`src/hesc_pkg.sv`:
```
package hesc_pkg;

  // Default number of classified requests held between front and back
  localparam int QUEUE_DEPTH_DEFAULT = 4;

  // Widths of the byte index within one expansion
  localparam int IDX_W = 3;

  typedef struct packed {
    logic [7:0] in_byte;
    logic       string_start;
  } in_t;

  typedef struct packed {
    logic [7:0] out_byte;
    logic       last_of_run;
  } out_t;

  // What the back end has to emit for one request
  typedef enum logic [2:0] {
    KIND_BYTE,
    KIND_AMP,
    KIND_QUOT,
    KIND_APOS,
    KIND_LT,
    KIND_GT,
    KIND_PERCNT
  } kind_t;

  typedef struct packed {
    kind_t      kind;
    logic [7:0] data;
  } entry_t;

  // Entity strings, first character in the top byte, padded with zeros
  localparam logic [63:0] STR_AMP    = {"&amp;", 24'h0};
  localparam logic [63:0] STR_QUOT   = {"&quot;", 16'h0};
  localparam logic [63:0] STR_APOS   = {"&apos;", 16'h0};
  localparam logic [63:0] STR_LT     = {"&lt;", 32'h0};
  localparam logic [63:0] STR_GT     = {"&gt;", 32'h0};
  localparam logic [63:0] STR_PERCNT = "&percnt;";

  // Index of the final output byte for a kind
  function automatic logic [IDX_W-1:0] last_idx(kind_t kind);
    logic [IDX_W-1:0] r;
    case (kind)
      KIND_BYTE:   r = 3'd0;
      KIND_AMP:    r = 3'd4;
      KIND_QUOT:   r = 3'd5;
      KIND_APOS:   r = 3'd5;
      KIND_LT:     r = 3'd3;
      KIND_GT:     r = 3'd3;
      KIND_PERCNT: r = 3'd7;
      default:     r = 3'd0;
    endcase
    return r;
  endfunction

  // Output byte at position idx of the expansion of one request
  function automatic logic [7:0] out_char(entry_t e, logic [IDX_W-1:0] idx);
    logic [63:0] s;
    logic [7:0]  r;
    case (e.kind)
      KIND_AMP:    s = STR_AMP;
      KIND_QUOT:   s = STR_QUOT;
      KIND_APOS:   s = STR_APOS;
      KIND_LT:     s = STR_LT;
      KIND_GT:     s = STR_GT;
      KIND_PERCNT: s = STR_PERCNT;
      default:     s = {e.data, 56'h0};
    endcase
    s = s << {idx, 3'b000};
    r = s[63:56];
    return r;
  endfunction

endpackage

```
`src/html_escape_utf8_passthrough.sv`:
```
// HTML escaper with UTF-8 passthrough. The front end accepts one input byte
// per cycle while the queue is not full, tracks the raw UTF-8 run and
// classifies the byte; dropped control bytes never reach the back end.
// Classified requests wait in a queue of QUEUE_DEPTH entries, and the back
// end emits one output byte per cycle from its output register while
// res_stall is low: a plain byte is one output byte, an entity as many output
// bytes as it has characters (4 to 8). Sustained throughput is therefore one
// input byte per cycle for plain text and one output byte per cycle under
// entity expansion, with the input stalled once the queue is full. A request
// is written to the queue; its bytes then load into the output register.
module html_escape_utf8_passthrough #(
  parameter int QUEUE_DEPTH = hesc_pkg::QUEUE_DEPTH_DEFAULT
) (
  input  logic           clk,
  input  logic           rst,
  input  logic           item_valid,
  output logic           item_stall,
  input  hesc_pkg::in_t  item,
  output logic           res_valid,
  input  logic           res_stall,
  output hesc_pkg::out_t res
);

  logic             push;
  logic             pop;
  logic             full;
  logic             empty;
  hesc_pkg::entry_t push_entry;
  hesc_pkg::entry_t head;

  hesc_front u_front (
    .clk        (clk),
    .rst        (rst),
    .item_valid (item_valid),
    .item       (item),
    .full       (full),
    .item_stall (item_stall),
    .push       (push),
    .push_entry (push_entry)
  );

  hesc_queue #(
    .DEPTH (QUEUE_DEPTH)
  ) u_queue (
    .clk        (clk),
    .rst        (rst),
    .push       (push),
    .push_entry (push_entry),
    .pop        (pop),
    .full       (full),
    .empty      (empty),
    .head       (head)
  );

  hesc_back u_back (
    .clk       (clk),
    .rst       (rst),
    .empty     (empty),
    .head      (head),
    .pop       (pop),
    .res_stall (res_stall),
    .res_valid (res_valid),
    .res       (res)
  );

endmodule

```
`src/hesc_front.sv`:
```
module hesc_front (
  input  logic              clk,
  input  logic              rst,
  input  logic              item_valid,
  input  hesc_pkg::in_t     item,
  input  logic              full,
  output logic              item_stall,
  output logic              push,
  output hesc_pkg::entry_t  push_entry
);

  logic [1:0] raw_bytes_left;
  logic [1:0] raw_bytes_left_next;
  logic [1:0] left_now;
  logic       drop;
  logic       accept;
  logic [7:0] c;

  assign item_stall = full;
  assign accept     = item_valid && !full;
  assign c          = item.in_byte;

  // Classify the byte and work out the run count it leaves
  always_comb begin
    left_now            = item.string_start ? 2'd0 : raw_bytes_left;
    raw_bytes_left_next = 2'd0;
    drop                = 1'b0;
    push_entry.data     = c;
    push_entry.kind     = hesc_pkg::KIND_BYTE;
    if (left_now != 2'd0) begin
      raw_bytes_left_next = left_now - 2'd1;
    end else if (c[7]) begin
      if (c[7:5] == 3'b110) begin
        raw_bytes_left_next = 2'd1;
      end else if (c[7:4] == 4'b1110) begin
        raw_bytes_left_next = 2'd2;
      end else if (c[7:3] == 5'b11110) begin
        raw_bytes_left_next = 2'd3;
      end
    end else begin
      case (c)
        8'h26:   push_entry.kind = hesc_pkg::KIND_AMP;
        8'h22:   push_entry.kind = hesc_pkg::KIND_QUOT;
        8'h27:   push_entry.kind = hesc_pkg::KIND_APOS;
        8'h3C:   push_entry.kind = hesc_pkg::KIND_LT;
        8'h3E:   push_entry.kind = hesc_pkg::KIND_GT;
        8'h25:   push_entry.kind = hesc_pkg::KIND_PERCNT;
        default: drop = (c < 8'h20) || (c == 8'h7F);
      endcase
    end
  end

  assign push = accept && !drop;

  // Advance the run count on each accepted byte
  always_ff @(posedge clk) begin
    if (rst) begin
      raw_bytes_left <= 2'd0;
    end else if (accept) begin
      raw_bytes_left <= raw_bytes_left_next;
    end
  end

endmodule

```
`src/hesc_queue.sv`:
```
module hesc_queue #(
  parameter int DEPTH = hesc_pkg::QUEUE_DEPTH_DEFAULT
) (
  input  logic              clk,
  input  logic              rst,
  input  logic              push,
  input  hesc_pkg::entry_t  push_entry,
  input  logic              pop,
  output logic              full,
  output logic              empty,
  output hesc_pkg::entry_t  head
);

  localparam int PTR_W = (DEPTH > 1) ? $clog2(DEPTH) : 1;
  localparam int CNT_W = $clog2(DEPTH + 1);

  hesc_pkg::entry_t mem [DEPTH];
  logic [PTR_W-1:0] wr_ptr;
  logic [PTR_W-1:0] rd_ptr;
  logic [CNT_W-1:0] count;

  assign full  = (count == CNT_W'(DEPTH));
  assign empty = (count == '0);
  assign head  = mem[rd_ptr];

  // Store incoming requests
  always_ff @(posedge clk) begin
    if (push) begin
      mem[wr_ptr] <= push_entry;
    end
  end

  // Advance pointers and hold the fill count
  always_ff @(posedge clk) begin
    if (rst) begin
      wr_ptr <= '0;
      rd_ptr <= '0;
      count  <= '0;
    end else begin
      if (push) begin
        wr_ptr <= (wr_ptr == PTR_W'(DEPTH - 1)) ? '0 : wr_ptr + PTR_W'(1);
      end
      if (pop) begin
        rd_ptr <= (rd_ptr == PTR_W'(DEPTH - 1)) ? '0 : rd_ptr + PTR_W'(1);
      end
      if (push && !pop) begin
        count <= count + CNT_W'(1);
      end else if (pop && !push) begin
        count <= count - CNT_W'(1);
      end
    end
  end

endmodule

```
`src/hesc_back.sv`:
```
module hesc_back (
  input  logic              clk,
  input  logic              rst,
  input  logic              empty,
  input  hesc_pkg::entry_t  head,
  output logic              pop,
  input  logic              res_stall,
  output logic              res_valid,
  output hesc_pkg::out_t    res
);

  logic [hesc_pkg::IDX_W-1:0] idx;
  logic                       load;
  logic                       last;

  // Emit the next byte whenever the output register is free
  assign load = (!res_valid || !res_stall) && !empty;
  assign last = (idx == hesc_pkg::last_idx(head.kind));
  assign pop  = load && last;

  always_ff @(posedge clk) begin
    if (rst) begin
      res_valid <= 1'b0;
      idx       <= '0;
    end else begin
      if (!res_valid || !res_stall) begin
        res_valid <= !empty;
      end
      if (load) begin
        idx <= last ? '0 : idx + hesc_pkg::IDX_W'(1);
      end
    end
  end

  // Output payload
  always_ff @(posedge clk) begin
    if (load) begin
      res.out_byte    <= hesc_pkg::out_char(head, idx);
      res.last_of_run <= last;
    end
  end

endmodule
```
`config.mk`:
```
export PLATFORM = sky130hd
export DESIGN_NAME = html_escape_utf8_passthrough
export DESIGN_NICKNAME = d
export VERILOG_FILES = /design/src/hesc_pkg.sv /design/src/html_escape_utf8_passthrough.sv /design/src/hesc_front.sv /design/src/hesc_queue.sv /design/src/hesc_back.sv
export SDC_FILE = /design/constraint.sdc
export NUM_CORES = 1
export LEC_CHECK = 0
export ABC_AREA = 1
export BUFFER_PORTS_ARGS = -buffer_cell sky130_fd_sc_hd__buf_2
export CAP_MARGIN = 20
export CORE_MARGIN = 1.5
export CORE_UTILIZATION = 40
export DETAILED_ROUTE_END_ITERATION = 8
export HOLD_SLACK_MARGIN = 0.12
export PLACE_DENSITY = 0.56
export SYNTH_ARGS = -nofsm -noshare
export SYNTH_HDL_FRONTEND = slang
export SYNTH_SLANG_ARGS = --single-unit
```
`constraint.sdc`:
```
create_clock -name clk -period 6.65 [get_ports clk]
set_clock_uncertainty 0.1 [all_clocks]
set_input_delay 0.665 -clock clk [delete_from_list [all_inputs] [get_ports clk]]
set_output_delay 0.665 -clock clk [all_outputs]
set_load 0.03 [all_outputs]
```
==> results of run 1 <==
[cell usage in the layout, fill, tap and decap left out, types with 8 or more instances in the layout]
cell and instances:
sky130_fd_sc_hd__a21oi_1 18, sky130_fd_sc_hd__buf_2 23, sky130_fd_sc_hd__clkbuf_8 9, sky130_fd_sc_hd__dfxtp_1 15, sky130_fd_sc_hd__edfxtp_1 53, sky130_fd_sc_hd__ha_1 8, sky130_fd_sc_hd__inv_1 35, sky130_fd_sc_hd__nand2_1 80
sky130_fd_sc_hd__nand2_2 15, sky130_fd_sc_hd__nand3_1 28, sky130_fd_sc_hd__nand4_1 8, sky130_fd_sc_hd__nor2_1 39, sky130_fd_sc_hd__o21ai_0 30, sky130_fd_sc_hd__o22ai_1 9
[flip-flops by register name, indices dropped and copies added, names as in the netlist, named ones only]
register / count
u_queue.wr_ptr: 2
u_queue.rd_ptr: 2
u_back.idx: 3
u_front.raw_bytes_left: 2
u_back.res: 9
u_back.res_valid: 1
u_queue.mem: 44
u_queue.count: 3
[worst max-delay path by stage]
| stage | slack, ns | startpoint | end | cells past startpoint |
|---|---|---|---|---|
| 5_1_grt | 2.69 | register | u_queue.count[2]$_SDFFE_PP0P_ | 15 |
| 4_1_cts | 3.15 | register | u_queue.count[2]$_SDFFE_PP0P_ | 15 |
| 3_5_place_dp | 3.16 | register | u_queue.count[2]$_SDFFE_PP0P_ | 15 |
| 2_1_floorplan | 4.02 | u_queue.count[0]$_SDFFE_PP0P_ | u_queue.count[2]$_SDFFE_PP0P_ | 11 |
| 6_report | 3.12 | register | u_queue.count[2]$_SDFFE_PP0P_ | 15 |
| 3_3_place_gp | 3.31 | register | u_queue.count[2]$_SDFFE_PP0P_ | 15 |
[metrics by stage]
step,utilization [%],worst slack (ns),cell area (sq um),std cells
2_1_floorplan,-,4.02,3470,384
3_3_place_gp,44.2,3.31,3670,501
3_5_place_dp,44.2,3.16,3670,501
4_1_cts,46.7,3.15,3870,517
5_1_grt,46.9,2.69,3890,519
6_report,46.9,3.12,3890,519
[cell families after synthesis]
kind of cell | after synthesis
buffers and inverters | 52
AOI/OAI and AO/OA | 68
DFF | 68
and+or+nand+nor | 186
adders and majority gates | 9
xor gates and xnor gates | 1
[power breakdown]
group	internal, mW	leakage (nW)	total, mW	switching [mW]
Combinational	0.302	0.892	0.955	0.652
Clock	0.180	0.0988	0.356	0.176
Sequential	0.580	0.619	0.657	0.0771
Total	1.06	1.61	1.97	0.906
[layout make-up]
| cell class | count | area [sq um] |
|---|---|---|
| Clock buffer | 9 | 124 |
| Clock inverter | 7 | 82.6 |
| Fill cell | 778 | 4410 |
| Inverter | 41 | 154 |
| Multi-Input combinational cell | 264 | 1370 |
| Sequential cell | 68 | 1890 |
| Tap cell | 105 | 131 |
| Timing Repair Buffer | 25 | 134 |
[critical path, cell delays in order (launching register included)]
cell	delay, ns
sky130_fd_sc_hd__dfxtp_1	0.84
sky130_fd_sc_hd__inv_2	0.36
sky130_fd_sc_hd__nand2_1	0.18
sky130_fd_sc_hd__nand3_1	0.10
sky130_fd_sc_hd__nand2_2	0.18
sky130_fd_sc_hd__nand2_2	0.13
sky130_fd_sc_hd__nand4_1	0.11
sky130_fd_sc_hd__nand2_1	0.15
sky130_fd_sc_hd__nand3_4	0.14
sky130_fd_sc_hd__ha_1	0.16
sky130_fd_sc_hd__inv_1	0.07
sky130_fd_sc_hd__fa_1	0.44
sky130_fd_sc_hd__o21ai_0	0.17
sky130_fd_sc_hd__a21o_1	0.11
sky130_fd_sc_hd__o21ai_0	0.07
sky130_fd_sc_hd__a21oi_1	0.13
[routing by layer]
layer | track usage (%) | part of all wire (%) | routed length (um) | up-vias
li1 | - | - | - | 1356
met1 | 23.7 | 48 | 3410 | 1206
met2 | 26.3 | 46 | 3300 | 74
met3 | 4.50 | 5.1 | 362 | 10
met4 | 5.76 | 1.0 | 74 | 0
met5 | 0 | 0 | 0 | -
==> summary.md, run 1 <==
| Metric | Value |
|---|---|
| Most numerous cell types in the synthesized netlist | `sky130_fd_sc_hd__nand2_1, sky130_fd_sc_hd__edfxtp_1, sky130_fd_sc_hd__nor2_1` |
| DRC violation count after routing | `0` |
| Cell depth of the worst min-delay path | `2` |
| Synthesized flop and latch total | `68` |
| Worst-case vdd ir drop | `between 0.0001 and 0.00015 V` |
| Max Clk Rate | `~280 MHz` |
| Ratio of final minimum period to clock period | `53.1%` |
| DIE AREA | `about 9300 sq um` |
| LEAKAGE | `~1.6 nW` |
| Post-synth EDFFs | `53` |
| Starting DRT DRC Count | `89` |
| Starting Density | `a little over two fifths` |
| Core area | `8300 sq um` |
| Synth unique cells | `35` |
| Maximum number of pins on one net before global-route repair | `25` |
| Start point of the worst min-delay path | `u_front.raw_bytes_left[0]$_SDFFE_PP0P_` |
| Top flip-flop cell by instance count after synthesis | `sky130_fd_sc_hd__edfxtp_1` |
| Vias in the first global route | `about 2400` |
| H-tree lvl count | `3` |
| First-pass GRT wire length | `about 12 mm` |
| Endpoint kind of the worst setup timing path | `register` |
| Register-to-register setup slack | `between 3 and 4 ns` |
| Least-Margin Pin Slew | `approximately 1 ns` |
| Class of the most critical hold timing path | `reg2reg` |
| Hold endpoint | `u_front.raw_bytes_left[0]$_SDFFE_PP0P_` |
| Most frequent cell after synthesis | `sky130_fd_sc_hd__nand2_1` |
| Pins Over Slew Limit | `0` |
| Proportion of netlist area held by the largest area contributor | `45.8%` |
| Antenna violations before repair | `0` |
| Clock buffer depth | `2` |
| Top cells by area, synth | `sky130_fd_sc_hd__edfxtp_1, sky130_fd_sc_hd__dfxtp_1, sky130_fd_sc_hd__nand2_1, sky130_fd_sc_hd__o21ai_0, sky130_fd_sc_hd__nor2_1` |
| Area of the mapped netlist | `between 3000 and 4000 sq um` |
| Setup TNS | `0 ns` |
| Site Rows | `33` |
| End of the worst register-to-register path | `u_queue.count[2]$_SDFFE_PP0P_` |
| Ratio of routed vias to standard cells | `~5.1` |
| Synth Area in Simple Gates | `approximately 25%` |
| Total setup buffers inserted after CTS | `0` |
| Mean cell area of the mapped netlist | `9.05 sq um` |
| Startpoint types | `register` |
| Total number of yosys warnings | `0` |
| Data arrival time of the worst path | `between 3 and 4 ns` |
| Critical path type | `reg2reg` |
| Final hold vios | `0` |
| Status | `finished clean` |
| Synthesized netlist net count | `406` |
| Post-layout min period | `3.53 ns` |
| Unrepaired setup endpoints after global routing | `false` |
| Vertical die dimension | `96.2 um` |
| Fraction of layout cells with a size suffix above 1 | `between 15 and 20%` |
| DIE WIDTH | `~96 um` |
| Xor/xnor share of the synthesized area | `less than 1%` |
| Remaining Overflow, GRT | `0` |
| Detailed-router iteration count before antenna repair | `4` |
| Max transition margin | `between 30% and 40%` |
| TritonCTS clock tree | `done` |
| Clock root cell | `sky130_fd_sc_hd__clkbuf_8` |
| TritonCTS buffer count | `9` |
| Layout net count | `~430` |
| PortBufs | `23` |
| Share of flip-flops with an asynchronous set or reset | `0%` |
| Synthesized-area fraction occupied by ao, oa, aoi and oai cells | `10.9%` |
| Layout-stage area growth over the synthesis result | `12.0%` |
| Wirelength, routed | `between 7 and 8 mm` |
| Ratio of total power to cell area | `around 500 nW/um^2` |
| Required time reported for the critical path endpoint | `a little under 7 ns` |
| Count of hold-fix buffers inserted at cts | `0` |
| Dominant combinational cell family by area after synthesis | `simple AND/OR/NAND/NOR gates` |
| Global router's overall resource usage | `~17%` |
| Total via count in the routed design | `~2600` |
| Total Power | `between 1.5 and 2 mW` |
| Portion of netlist area occupied by mux cells | `0%` |
| Number of antenna-violating nets in the routed design | `0` |
| Maximum fanout encountered on the critical timing path | `24` |
| Worst Hold Margin | `approximately 0.37 ns` |
| Adder-Cell Fraction of Synth Area | `under 10%` |
| Part of the Yosys area used for sequential elements | `between 50% and 60%` |
| Detailed placer's ending HPWL | `~5 mm` |
| Number of top-level pins | `24` |
| Later-pin clock latency in the skew report | `between 0.3 and 0.4 ns` |
| # resized after CTS | `0` |
| Clock sink count | `68` |
| Max-capacitance violation count | `0` |
| Count of inserted antenna diode cells | `0` |
| Routability Congestion | `between 0.8 and 0.9` |
| Post-synth top area cell | `sky130_fd_sc_hd__edfxtp_1` |
| Number of cells on the worst reg-to-reg path | `15` |
| Post-detailed-route wirelength per cell | `13.8 um` |
| Clock transition at the registers of the reported paths | `0.08 ns` |
| Cell count after synthesis | `~380` |
| Final setup fails | `0` |
No activity file was read; power rests on OpenSTA's default activity.
==> run 2, diff against run 1 <==
==> constraint.sdc (replaced) <==
create_clock -name clk -period 3.4 [get_ports clk]
set_clock_uncertainty 0.1 [all_clocks]
set_input_delay 0.34 -clock clk [delete_from_list [all_inputs] [get_ports clk]]
set_output_delay 0.34 -clock clk [all_outputs]
set_load 0.03 [all_outputs]
==> run 2 against run 1 <==
  * Combinational power is 100% higher
  * First-iteration DRC count is 46% higher
  * Worst hold slack worse by 0.20 ns
  * Routed wire length is 0.83% lower
  * Fmax is 18% higher
  * Critical path type unchanged
  * Critical endpoint unchanged
  * Largest cell class unchanged
==> summary.md, run 2 (synthesis gave the netlist of run 1 again) <==
| Metric | Value |
|---|---|
| Status | `finished clean` |
| Number of antenna-violating nets in the routed design | `0 (unchanged)` |
| Register area | `1890 sq um (unchanged)` |
| Layout net count | `438 (+1.6%)` |
| Routability Congestion | `0.863 (+4.6%)` |
| Cell with the biggest individual delay on the critical path | `sky130_fd_sc_hd__fa_1` |
| Layout-stage area growth over the synthesis result | `12.6%` |
| Ratio of final minimum period to clock period | `88.3% (+35 points)` |
| Clock root cell | `sky130_fd_sc_hd__clkbuf_8` |
| Required time reported for the critical path endpoint | `3.57 ns (-3.26 ns)` |
| Unrepaired setup endpoints after global routing | `false` |
| DIE WIDTH | `96.2 um (unchanged)` |
| Vias in the first global route | `2430 (-0.33%)` |
| Dominant cell type by count on the critical path | `sky130_fd_sc_hd__nand2_1` |
| Maximum number of pins on one net before global-route repair | `24 (-4.0%)` |
| Pins Over Slew Limit | `0 (unchanged)` |
| TritonCTS buffer count | `9 (unchanged)` |
| Later-pin clock latency in the skew report | `0.34 ns (about the same)` |
| Post-detailed-route wirelength per cell | `13.5 um (-2.1%)` |
| Count of inserted antenna diode cells | `0 (unchanged)` |
| Top Family by Delay on Critical Path | `simple AND/OR/NAND/NOR gates` |
| Area of the multi-input gates | `1370 sq um (unchanged)` |
| Clock sink count | `68 (unchanged)` |
| Highest-count cells in the layout ignoring fill and taps | `sky130_fd_sc_hd__nand2_1, sky130_fd_sc_hd__edfxtp_1, sky130_fd_sc_hd__nor2_1` |
| Most common cell after layout, fill and taps aside | `sky130_fd_sc_hd__nand2_1` |
| Final hold vios | `0 (unchanged)` |
| Vertical die dimension | `96.2 um (unchanged)` |
| TritonCTS clock tree | `done` |
| CP peak stage delay | `0.43 ns (-0.41 ns)` |
| Max transition margin | `65.6% (+34 points)` |
| Worst-case vdd ir drop | `0.000308 V (+110%)` |
| Fillers | `784 (+0.77%)` |
| DIE AREA | `9250 sq um (unchanged)` |
| LEAKAGE | `1.63 nW (+0.94%)` |
| Detailed placer's ending HPWL | `5.05 mm (+0.66%)` |
| Starting DRT DRC Count | `130 (+46%)` |
| Buf+Inv Stages, Crit Path | `2 (unchanged)` |
| Max-capacitance violation count | `0 (unchanged)` |
| Detailed-router iteration count before antenna repair | `4 (unchanged)` |
| Least-Margin Pin Slew | `0.515 ns (-0.500 ns)` |
| Fraction of layout cells with a size suffix above 1 | `18.5% (+0.89 points)` |
| Post-layout min period | `3.00 ns (-0.529 ns)` |
| Antenna violations before repair | `0 (unchanged)` |
| Site Rows | `33 (unchanged)` |
| Core area | `8300 sq um (unchanged)` |
| Max Clk Rate | `333 MHz (+18%)` |
| Number of top-level pins | `24 (unchanged)` |
| Remaining Overflow, GRT | `0 (unchanged)` |
| PortBufs | `23 (unchanged)` |
| Clock transition at the registers of the reported paths | `0.08 ns (about the same)` |
| Ratio of total power to cell area | `963 nW/um^2 (+91%)` |
| Class of the most critical hold timing path | `in2reg` |
| Global router's overall resource usage | `17.1% (-0.13 points)` |
| First-pass GRT wire length | `11.6 mm (-2.7%)` |
| Data arrival time of the worst path | `3.18 ns (-0.53 ns)` |
| Setup TNS | `0 ns (unchanged)` |
| Endpoint kind of the worst setup timing path | `register` |
| Starting Density | `41.9% (unchanged)` |
| Maximum fanout encountered on the critical timing path | `23 (-4.2%)` |
| Total setup buffers inserted after CTS | `0 (unchanged)` |
| DRC violation count after routing | `0 (unchanged)` |
| Total Power | `3.77 mW (+92%)` |
| Wirelength, routed | `7.09 mm (-0.83%)` |
| Largest register FFs | `44 (unchanged)` |
| Critical path type | `reg2reg` |
| Register ranked first by flip-flop count | `u_queue.mem` |
| List of cells traversed by the critical path | `inv_2 -> nand2_1 -> nand3_1 -> nand2_2 -> nand2_2 -> nand3_1 -> nand2_1 -> nand2_1 -> nand3_4 -> ha_1 -> inv_1 -> fa_1 -> o21ai_0 -> a21o_1 -> o21ai_0 -> a21oi_1` |
| Final setup fails | `0 (unchanged)` |
| Startpoint types | `register` |
| Total via count in the routed design | `2651 (+0.19%)` |
| Biggest regs | `u_queue.mem (44), u_back.res (9)` |
| Clock buffer depth | `2 (unchanged)` |
| H-tree lvl count | `3 (unchanged)` |
| Ratio of routed vias to standard cells | `5.04 (-1.1%)` |
run 2: stage by stage:
step                util (%)  worst slack [ns]  instance area [sq um]  hold WS, ns  instances
global route            47.1             0.129                   3910        0.152        526
global placement        44.9             0.485                   3730        0.353        509
finish                  47.1             0.398                   3910        0.163        526
CTS                     47.1             0.406                   3910        0.150        526
detailed placement      44.9             0.432                   3730        0.357        509
floorplan                  -             0.770                   3470        0.309        384
run 2: area by class of cell:
type	count	share of cell area, %
clock inverter	7	1.34
inverter	41	3.93
tap	105	3.36
sequential	68	48.4
timing repair buffer	32	4.73
clock buffer	9	3.17
multi-input combinational	264	35.1
run 2: power breakdown:
| group | internal (mW) | switching, mW | total [mW] |
|---|---|---|---|
| registers | 1.13 | 0.101 | 1.23 |
| clock network | 0.267 | 0.334 | 0.600 |
| logic | 0.616 | 1.32 | 1.93 |
run 2: final timing paths:
path                                           from                                     end  slack [ns]  cells after the start
max                                        register           u_queue.count[2]$_SDFFE_PP0P_        0.40                     16
min                                         item[5]             u_queue.mem[1][4]$_DFFE_PP_        0.16                      1
max reg2reg                                register           u_queue.count[2]$_SDFFE_PP0P_        0.40                     16
min reg2reg  u_front.raw_bytes_left[0]$_SDFFE_PP0P_  u_front.raw_bytes_left[0]$_SDFFE_PP0P_        0.37                      2
run 2: timing repair:
item | CTS | global route
hold buffers | 1 | 0
resized for setup | 0 | 0
hold endpoints to repair | 2 | 0
run 2: per-layer routing:
metal	GRT usage [%]	part of all wire, %	vias up
li1	-	-	1367
met1	21.0	47	1218
met2	29.0	48	57
met3	4.27	3.7	9
met4	6.13	1.7	0
met5	0	0	-
